`src/design/sass_pkg.sv`:
```
// Shared types, codes and aspect decode for the semaphore signal controller.
// No dependencies; used by the step logic, the top level and the checker.
`default_nettype none

package sass_pkg;

  localparam int ANGLE_W = 8;
  localparam int LIGHT_W = 4;
  localparam int CFG_IDX_W = 3;
  localparam int CFG_DATA_W = 8;

  typedef logic [ANGLE_W-1:0] angle_t;
  typedef logic [LIGHT_W-1:0] light_t;

  // operations
  localparam logic [1:0] OP_TICK = 2'd0;
  localparam logic [1:0] OP_SET  = 2'd1;
  localparam logic [1:0] OP_HOME = 2'd2;

  // order codes
  localparam logic [2:0] ORD_STOP    = 3'd0;
  localparam logic [2:0] ORD_CLEAR   = 3'd1;
  localparam logic [2:0] ORD_WARNING = 3'd2;
  localparam logic [2:0] ORD_CAUTION = 3'd3;
  localparam logic [2:0] ORD_SHUNT   = 3'd4;

  // light masks, bit0 green, bit1 red, bit2 yellow, bit3 white
  localparam light_t LT_CLEAR   = 4'b0001;
  localparam light_t LT_STOP    = 4'b0010;
  localparam light_t LT_WARNING = 4'b0100;
  localparam light_t LT_CAUTION = 4'b0101;
  localparam light_t LT_SHUNT   = 4'b1010;
  localparam light_t LT_DARK    = 4'b0000;

  // register indexes
  localparam logic [CFG_IDX_W-1:0] REG_STOP_ANGLE    = 3'd0;
  localparam logic [CFG_IDX_W-1:0] REG_MID_ANGLE     = 3'd1;
  localparam logic [CFG_IDX_W-1:0] REG_CLEAR_ANGLE   = 3'd2;
  localparam logic [CFG_IDX_W-1:0] REG_STEP          = 3'd3;
  localparam logic [CFG_IDX_W-1:0] REG_BLANK         = 3'd4;
  localparam logic [CFG_IDX_W-1:0] REG_RELEASE       = 3'd5;
  localparam logic [CFG_IDX_W-1:0] REG_INVERT        = 3'd6;
  localparam logic [CFG_IDX_W-1:0] REG_SERVO_PRESENT = 3'd7;

  typedef struct packed {
    angle_t stop_angle;
    angle_t mid_angle;
    angle_t clear_angle;
    angle_t step_increment;
    logic   blank_while_moving;
    logic   release_on_arrival;
    light_t invert_mask;
    logic   servo_present;
  } cfg_t;

  typedef struct packed {
    logic [2:0] order;
    angle_t     position;
    angle_t     target;
    light_t     lights;
    logic       attached;
  } state_t;

  typedef struct packed {
    light_t light_levels;
    light_t aspect_lights;
    angle_t arm_position;
    angle_t arm_target;
    logic   motor_attached;
    logic   motor_write;
  } result_t;

  function automatic angle_t order_target(input logic [2:0] order, input cfg_t cfg);
    case (order)
      ORD_CLEAR:               order_target = cfg.clear_angle;
      ORD_WARNING, ORD_CAUTION: order_target = cfg.mid_angle;
      default:                 order_target = cfg.stop_angle;
    endcase
  endfunction

  function automatic light_t order_lights(input logic [2:0] order);
    case (order)
      ORD_STOP:    order_lights = LT_STOP;
      ORD_CLEAR:   order_lights = LT_CLEAR;
      ORD_WARNING: order_lights = LT_WARNING;
      ORD_CAUTION: order_lights = LT_CAUTION;
      ORD_SHUNT:   order_lights = LT_SHUNT;
      default:     order_lights = LT_DARK;
    endcase
  endfunction

endpackage

`default_nettype wire

```
`src/design/sass_step.sv`:
```
// Next-state and result logic for one item of the signal controller.
// Pure combinational; depends on sass_pkg.
`default_nettype none

module sass_step (
  input  wire  logic [1:0]       operation,
  input  wire  logic [2:0]       order_code,
  input  wire  sass_pkg::cfg_t   cfg,
  input  wire  sass_pkg::state_t cur,
  output       sass_pkg::state_t nxt,
  output       sass_pkg::result_t res
);
  import sass_pkg::*;

  angle_t span;
  angle_t moved;
  angle_t home_pos;
  angle_t set_tgt;
  angle_t home_tgt;
  angle_t tick_tgt;
  logic   moving_up;
  logic   wrote;

  // slew toward the stored target, snapping when within one step
  always_comb begin
    moving_up = cur.position < cur.target;
    span = moving_up ? (cur.target - cur.position) : (cur.position - cur.target);
    if (span > cfg.step_increment) begin
      moved = moving_up ? (cur.position + cfg.step_increment)
                        : (cur.position - cfg.step_increment);
    end else begin
      moved = cur.target;
    end
  end

  assign home_pos = cfg.stop_angle;
  assign set_tgt  = order_target(order_code, cfg);
  assign home_tgt = order_target(cur.order, cfg);
  assign tick_tgt = order_target(cur.order, cfg);

  always_comb begin
    nxt   = cur;
    wrote = 1'b0;
    case (operation)
      OP_SET: begin
        nxt.order  = order_code;
        nxt.target = set_tgt;
        nxt.lights = (cur.position != set_tgt && cfg.blank_while_moving)
                     ? LT_DARK : order_lights(order_code);
      end
      OP_HOME: begin
        nxt.position = home_pos;
        nxt.target   = home_tgt;
        nxt.lights   = (home_pos != home_tgt && cfg.blank_while_moving)
                       ? LT_DARK : order_lights(cur.order);
      end
      OP_TICK: begin
        if (cfg.servo_present) begin
          if (cur.position != cur.target) begin
            // target and lights are refreshed from the current registers
            nxt.position = moved;
            nxt.target   = tick_tgt;
            nxt.lights   = (moved != tick_tgt && cfg.blank_while_moving)
                           ? LT_DARK : order_lights(cur.order);
          end
          if (nxt.position == nxt.target) begin
            if (cfg.release_on_arrival) begin
              nxt.attached = 1'b0;
            end
          end else begin
            nxt.attached = 1'b1;
            wrote        = 1'b1;
          end
        end
      end
      default: begin
        nxt = cur;
      end
    endcase
  end

  always_comb begin
    res.light_levels   = nxt.lights ^ cfg.invert_mask;
    res.aspect_lights  = nxt.lights;
    res.arm_position   = nxt.position;
    res.arm_target     = nxt.target;
    res.motor_attached = nxt.attached;
    res.motor_write    = wrote;
  end

endmodule

`default_nettype wire

```
`src/design/semaphore_signal_aspect_servo_slew.sv`:
```
// Top level of the semaphore signal controller: config registers, state,
// output register. Depends on sass_pkg and sass_step.
//
//   port group   direction   handshake           payload
//   in_*         input       in_valid/in_ready   operation, order_code
//   out_*        output      out_valid/out_ready six result fields
//   cfg_*        input       cfg_valid/cfg_ready cfg_index, cfg_data
//
// One item per cycle unless stalled; each item is decoded and applied to the
// state in the cycle it is accepted, and its result appears in the output
// register at the next edge. The single output register lets a new item in
// whenever the current result is being taken. Reset (synchronous) restores
// registers and state; no clearing pass. cfg_ready is always high.
`default_nettype none

module semaphore_signal_aspect_servo_slew (
  input  wire  logic                          clk,
  input  wire  logic                          rst_n,
  input  wire  logic                          in_valid,
  output       logic                          in_ready,
  input  wire  logic [1:0]                    in_operation,
  input  wire  logic [2:0]                    in_order_code,
  output       logic                          out_valid,
  input  wire  logic                          out_ready,
  output       logic [sass_pkg::LIGHT_W-1:0]  out_light_levels,
  output       logic [sass_pkg::LIGHT_W-1:0]  out_aspect_lights,
  output       logic [sass_pkg::ANGLE_W-1:0]  out_arm_position,
  output       logic [sass_pkg::ANGLE_W-1:0]  out_arm_target,
  output       logic                          out_motor_attached,
  output       logic                          out_motor_write,
  input  wire  logic                          cfg_valid,
  output       logic                          cfg_ready,
  input  wire  logic [sass_pkg::CFG_IDX_W-1:0]  cfg_index,
  input  wire  logic [sass_pkg::CFG_DATA_W-1:0] cfg_data
);
  import sass_pkg::*;

  cfg_t    cfg_r;
  state_t  state_r;
  state_t  state_nxt;
  result_t res_nxt;
  result_t res_r;
  logic    out_valid_r;
  logic    in_acc;

  assign cfg_ready = 1'b1;
  assign in_ready  = !out_valid_r || out_ready;
  assign in_acc    = in_valid && in_ready;

  always_ff @(posedge clk) begin
    if (!rst_n) begin
      cfg_r.stop_angle         <= 8'd0;
      cfg_r.mid_angle          <= 8'd45;
      cfg_r.clear_angle        <= 8'd90;
      cfg_r.step_increment     <= 8'd1;
      cfg_r.blank_while_moving <= 1'b0;
      cfg_r.release_on_arrival <= 1'b0;
      cfg_r.invert_mask        <= LT_DARK;
      cfg_r.servo_present      <= 1'b0;
    end else if (cfg_valid) begin
      case (cfg_index)
        REG_STOP_ANGLE:    cfg_r.stop_angle         <= cfg_data;
        REG_MID_ANGLE:     cfg_r.mid_angle          <= cfg_data;
        REG_CLEAR_ANGLE:   cfg_r.clear_angle        <= cfg_data;
        REG_STEP:          cfg_r.step_increment     <= cfg_data;
        REG_BLANK:         cfg_r.blank_while_moving <= cfg_data[0];
        REG_RELEASE:       cfg_r.release_on_arrival <= cfg_data[0];
        REG_INVERT:        cfg_r.invert_mask        <= cfg_data[LIGHT_W-1:0];
        REG_SERVO_PRESENT: cfg_r.servo_present      <= cfg_data[0];
        default: begin
        end
      endcase
    end
  end

  sass_step u_step (
    .operation  (in_operation),
    .order_code (in_order_code),
    .cfg        (cfg_r),
    .cur        (state_r),
    .nxt        (state_nxt),
    .res        (res_nxt)
  );

  always_ff @(posedge clk) begin
    if (!rst_n) begin
      state_r     <= '0;
      out_valid_r <= 1'b0;
    end else begin
      if (in_acc) begin
        state_r <= state_nxt;
      end
      if (in_acc) begin
        out_valid_r <= 1'b1;
      end else if (out_ready) begin
        out_valid_r <= 1'b0;
      end
    end
  end

  always_ff @(posedge clk) begin
    if (in_acc) begin
      res_r <= res_nxt;
    end
  end

  assign out_valid          = out_valid_r;
  assign out_light_levels   = res_r.light_levels;
  assign out_aspect_lights  = res_r.aspect_lights;
  assign out_arm_position   = res_r.arm_position;
  assign out_arm_target     = res_r.arm_target;
  assign out_motor_attached = res_r.motor_attached;
  assign out_motor_write    = res_r.motor_write;

endmodule

`default_nettype wire

```
`config.mk`:
```
export PLATFORM = sky130hd
export DESIGN_NAME = semaphore_signal_aspect_servo_slew
export DESIGN_NICKNAME = d
export VERILOG_FILES = /design/src/design/sass_pkg.sv /design/src/design/sass_step.sv /design/src/design/semaphore_signal_aspect_servo_slew.sv
export SDC_FILE = /design/constraint.sdc
export NUM_CORES = 1
export LEC_CHECK = 0
export ABC_AREA = 0
export BUFFER_PORTS_ARGS = -buffer_cell sky130_fd_sc_hd__buf_2
export CORE_MARGIN = 5
export CORE_UTILIZATION = 55
export CTS_CLUSTER_SIZE = 25
export DETAILED_ROUTE_END_ITERATION = 10
export GPL_TIMING_DRIVEN = 0
export HOLD_SLACK_MARGIN = 0.12
export PLACE_DENSITY = 0.76
export SLEW_MARGIN = 40
export SYNTH_ARGS = -nofsm -noshare
export SYNTH_HDL_FRONTEND = slang
export SYNTH_HIERARCHICAL = 1
export SYNTH_SLANG_ARGS = --single-unit
```
`constraint.sdc`:
```
create_clock -name clk -period 5.15 [get_ports clk]
set_input_delay 1.03 -clock clk [delete_from_list [all_inputs] [get_ports clk]]
set_output_delay 1.03 -clock clk [all_outputs]
set_load 0.05 [all_outputs]
```
==> flow_summary.yaml <==
yosys:
  syn_nets: 807
  synth_top_cells_by_area: "sky130_fd_sc_hd__dfxtp_1, sky130_fd_sc_hd__edfxtp_1, sky130_fd_sc_hd__ha_1, sky130_fd_sc_hd__mux2i_1, sky130_fd_sc_hd__nand2_1"
  synth-async-reset-ratio_pct: 0
  dominant_cell_by_count_in_the_synthesized_netlist: "sky130_fd_sc_hd__nand2_1"
  synthesis.area_mm2: 0.00638
  synth_cell_type_count: 71
  synth_top_area_share_pct: 20.1
  netlist_top_cells_count: "sky130_fd_sc_hd__nand2_1, sky130_fd_sc_hd__dfxtp_1, sky130_fd_sc_hd__o21ai_0, sky130_fd_sc_hd__inv_1, sky130_fd_sc_hd__a21oi_1"
  netlist_instances: 752
  yosysWarnings: 6
  ys_dominant_reg_cell: "sky130_fd_sc_hd__dfxtp_1"
  synth_area_leader_cell: "sky130_fd_sc_hd__dfxtp_1"
  edff_count_synth: 26
  syn-mean-instance-area_um2: 8.48
  synth-seq-area-share_pct: 32.3
  synth_seq_cells: 90
final_layout:
  area_of_the_multi_input_gates_mm2: 0.00397
  area_overhead_vs_synth_pct: 16.3
  layout.filler_cells: 986
  layout-drive-gt1-share_pct: 21.8
  ff_latch_area_mm2: 0.00209
  num_antenna_cells: 0
  num-nets-final: 877
  finish.cell_count_without_fillers: 970
global_routing:
  pin_count_of_the_biggest_net_entering_global_routing: 36
  grt.met1_usage_pct: 36.0
  top_usage_layer: "met2"
  grt_antenna_before_repair: 0
  grt_use_met2_pct: 44.4
  gr-total-overflow: 0
  track_usage_pct: 27.4
  grt_pass1_vias: 5654
  grt.met3_usage_pct: 5.38
  grt_first_pass_wirelength_mm: 30.1
placed_design:
  io_buffers: 41
  globalplace.congestion: 0.966
  dp_cells: 936
  hpwl_mm: 15.3
  place_worst_setup_slack_ns: -0.734
worst_hold_path:
  hp-class: "register to register"
  holdPathStages: 2
sta:
  hold_ws_ns: 0.481
  post_route_clock_period_utilization_pct: 97.8
  final-setup-viol-count: 0
  finalHoldViolCount: 0
  timing.clock.skew_ns: 0.00886
  tightestPinTransition_ns: 0.777
  finalCriticalPeriod_ns: 5.04
  final_max_slew_viol_count: 0
  final.setup.worst_slack_ns: 0.113
  fmax_mhz: 199
  slew_headroom_pct: 48.2
clock_network:
  tritoncts_num_sinks: 90
  cts_inserted_buffers: 9
  cts_root_buffer: "sky130_fd_sc_hd__clkbuf_16"
  tritoncts: "built"
  path_clk_slew_ns: 0.07
  clock_network_latency_to_the_later_pin_of_the_worst_skew_pair_ns: 0.35
  number_of_h_tree_levels: 3
  clk_path_buf_depth: 2
status:
  status: "finished, final reports clean"
power:
  power_mw: 2.46
  power_density_mw_per_mm2: 332
  vdd_drop_max_mv: 0.300
  leakage_nw: 3.05
critical_path:
  endpoint_kind: "register"
  worstSetupStartpointType: "register"
  cp_data_arrival_time_ns: 5.15
  critPathMaxFanout: 7
  criticalPathCategory: "register to register"
  critical_path_required_ns: 5.27
  reg2regPathDepth: 22
die:
  start_util_pct: 55.9
  ios: 50
  floorplan.die_area_mm2: 0.0139
  die_width_um: 118
  die_h_um: 118
  core_area_mm2: 0.0114
  num_rows: 39
routing:
  avgViaCountPerCell: 6.16
  wirelength_mm: 19.8
  route.detailed.drc: 0
  route.vias.total: 5976
  first_drt_pass_iteration_count: 7
  final_antenna_net_count: 0
  initialDrtViolationCount: 479
  detailed_route_wire_length_per_cell_um: 20.5
job:
  maxCapViolations: 0
==> registers in the layout (all words and copies together) (netlist names), 4 cells and up <==
signal             cells
cfg_r                 39
out_arm_position       8
out_arm_target         8
out_aspect_lights      4
out_light_levels       4
state_r               24
==> logic make-up after synthesis <==
logic type	Yosys count	share of synthesized area, %
and+or+nand+nor	233	17.5
AOI/OAI and AO/OA	192	20.5
buffers and inverters	108	8.55
DFF	90	32.3
xor gates and xnor gates	50	6.98
muxes	44	7.10
adders and majority gates	34	7.02
other	1	0.0588
==> what timing repair did <==
item	4_1_cts	5_1_grt
buffers inserted	12	6
gates resized for setup	23	38
setup endpoints to repair	29	25
hold buffers	0	0
gates cloned	0	0
pin swaps	6	18
==> layout make-up <==
class	instances	area share, %
tap	143	2.41
inverter	44	2.23
clock inverter	5	0.523
sequential	90	28.2
timing repair buffer	59	4.64
clock buffer	11	3.27
multi-input combinational	554	53.5
buffer	64	5.23
==> per-stage QoR <==
step / setup TNS (ns) / utilization (%) / instance area [um2]
6_report: 0 / 65.0 / 7420
5_1_grt: -0.274 / 65.0 / 7420
4_1_cts: 0 / 63.1 / 7210
3_5_place_dp: -11.32 / 59.2 / 6760
3_3_place_gp: -8.04 / 59.2 / 6760
2_1_floorplan: 0 / - / 6380
==> report_power, final <==
group	internal, mW	switching, mW
sequential	0.764	0.0323
clock	0.343	0.276
combinational	0.445	0.604
==> per-layer routing <==
| layer | wire [um] | share of wire [%] |
|---|---|---|
| met1 | 8540 | 43 |
| met2 | 9170 | 46 |
| met3 | 1610 | 8.1 |
| met4 | 513 | 2.6 |
| met5 | 0 | 0 |
==> worst paths after layout <==
path | slack [ns] | from | end
worst max-delay path | 0.11 | state_r[10]$_SDFFE_PN0P_ | out_motor_attached$_DFFE_PP_
worst min-delay path | 0.48 | state_r[0]$_SDFFE_PN0P_ | state_r[0]$_SDFFE_PN0P_
worst max register to register | 0.11 | state_r[10]$_SDFFE_PN0P_ | out_motor_attached$_DFFE_PP_
worst min register to register | 0.48 | state_r[0]$_SDFFE_PN0P_ | state_r[0]$_SDFFE_PN0P_
==> cell usage in the layout (no fill, tap or decap), types with 17 or more instances in the layout <==
cell / instances
sky130_fd_sc_hd__nand2_1: 98
sky130_fd_sc_hd__dfxtp_1: 51
sky130_fd_sc_hd__buf_2: 48
sky130_fd_sc_hd__o21ai_0: 45
sky130_fd_sc_hd__buf_4: 43
sky130_fd_sc_hd__inv_1: 43
sky130_fd_sc_hd__a21oi_1: 37
sky130_fd_sc_hd__mux2i_1: 36
sky130_fd_sc_hd__nor2_1: 34
sky130_fd_sc_hd__nand3_1: 32
sky130_fd_sc_hd__ha_1: 27
sky130_fd_sc_hd__edfxtp_1: 26
sky130_fd_sc_hd__xnor2_1: 26
sky130_fd_sc_hd__clkbuf_1: 23
sky130_fd_sc_hd__xor2_1: 21
sky130_fd_sc_hd__a221oi_1: 17
==> critical path: stages (launching register included) <==
cell and delay (ns):
sky130_fd_sc_hd__dfxtp_4 0.40, sky130_fd_sc_hd__inv_1 0.06, sky130_fd_sc_hd__ha_2 0.39, sky130_fd_sc_hd__nand4_1 0.24, sky130_fd_sc_hd__a21oi_4 0.23, sky130_fd_sc_hd__nor2_4 0.07, sky130_fd_sc_hd__mux2_4 0.32, sky130_fd_sc_hd__nand2_1 0.07
sky130_fd_sc_hd__nand3_1 0.09, sky130_fd_sc_hd__a211oi_2 0.19, sky130_fd_sc_hd__a21oi_1 0.08, sky130_fd_sc_hd__ha_1 0.34, sky130_fd_sc_hd__a211oi_2 0.22, sky130_fd_sc_hd__nor2_1 0.09, sky130_fd_sc_hd__o31ai_4 0.50, sky130_fd_sc_hd__buf_4 0.21
sky130_fd_sc_hd__nand2_1 0.06, sky130_fd_sc_hd__o21ai_2 0.12, sky130_fd_sc_hd__xnor2_2 0.20, sky130_fd_sc_hd__inv_1 0.11, sky130_fd_sc_hd__o41a_1 0.46, sky130_fd_sc_hd__a21o_1 0.20, sky130_fd_sc_hd__buf_4 0.12
Note: power is estimated with default switching activity, not from simulation.
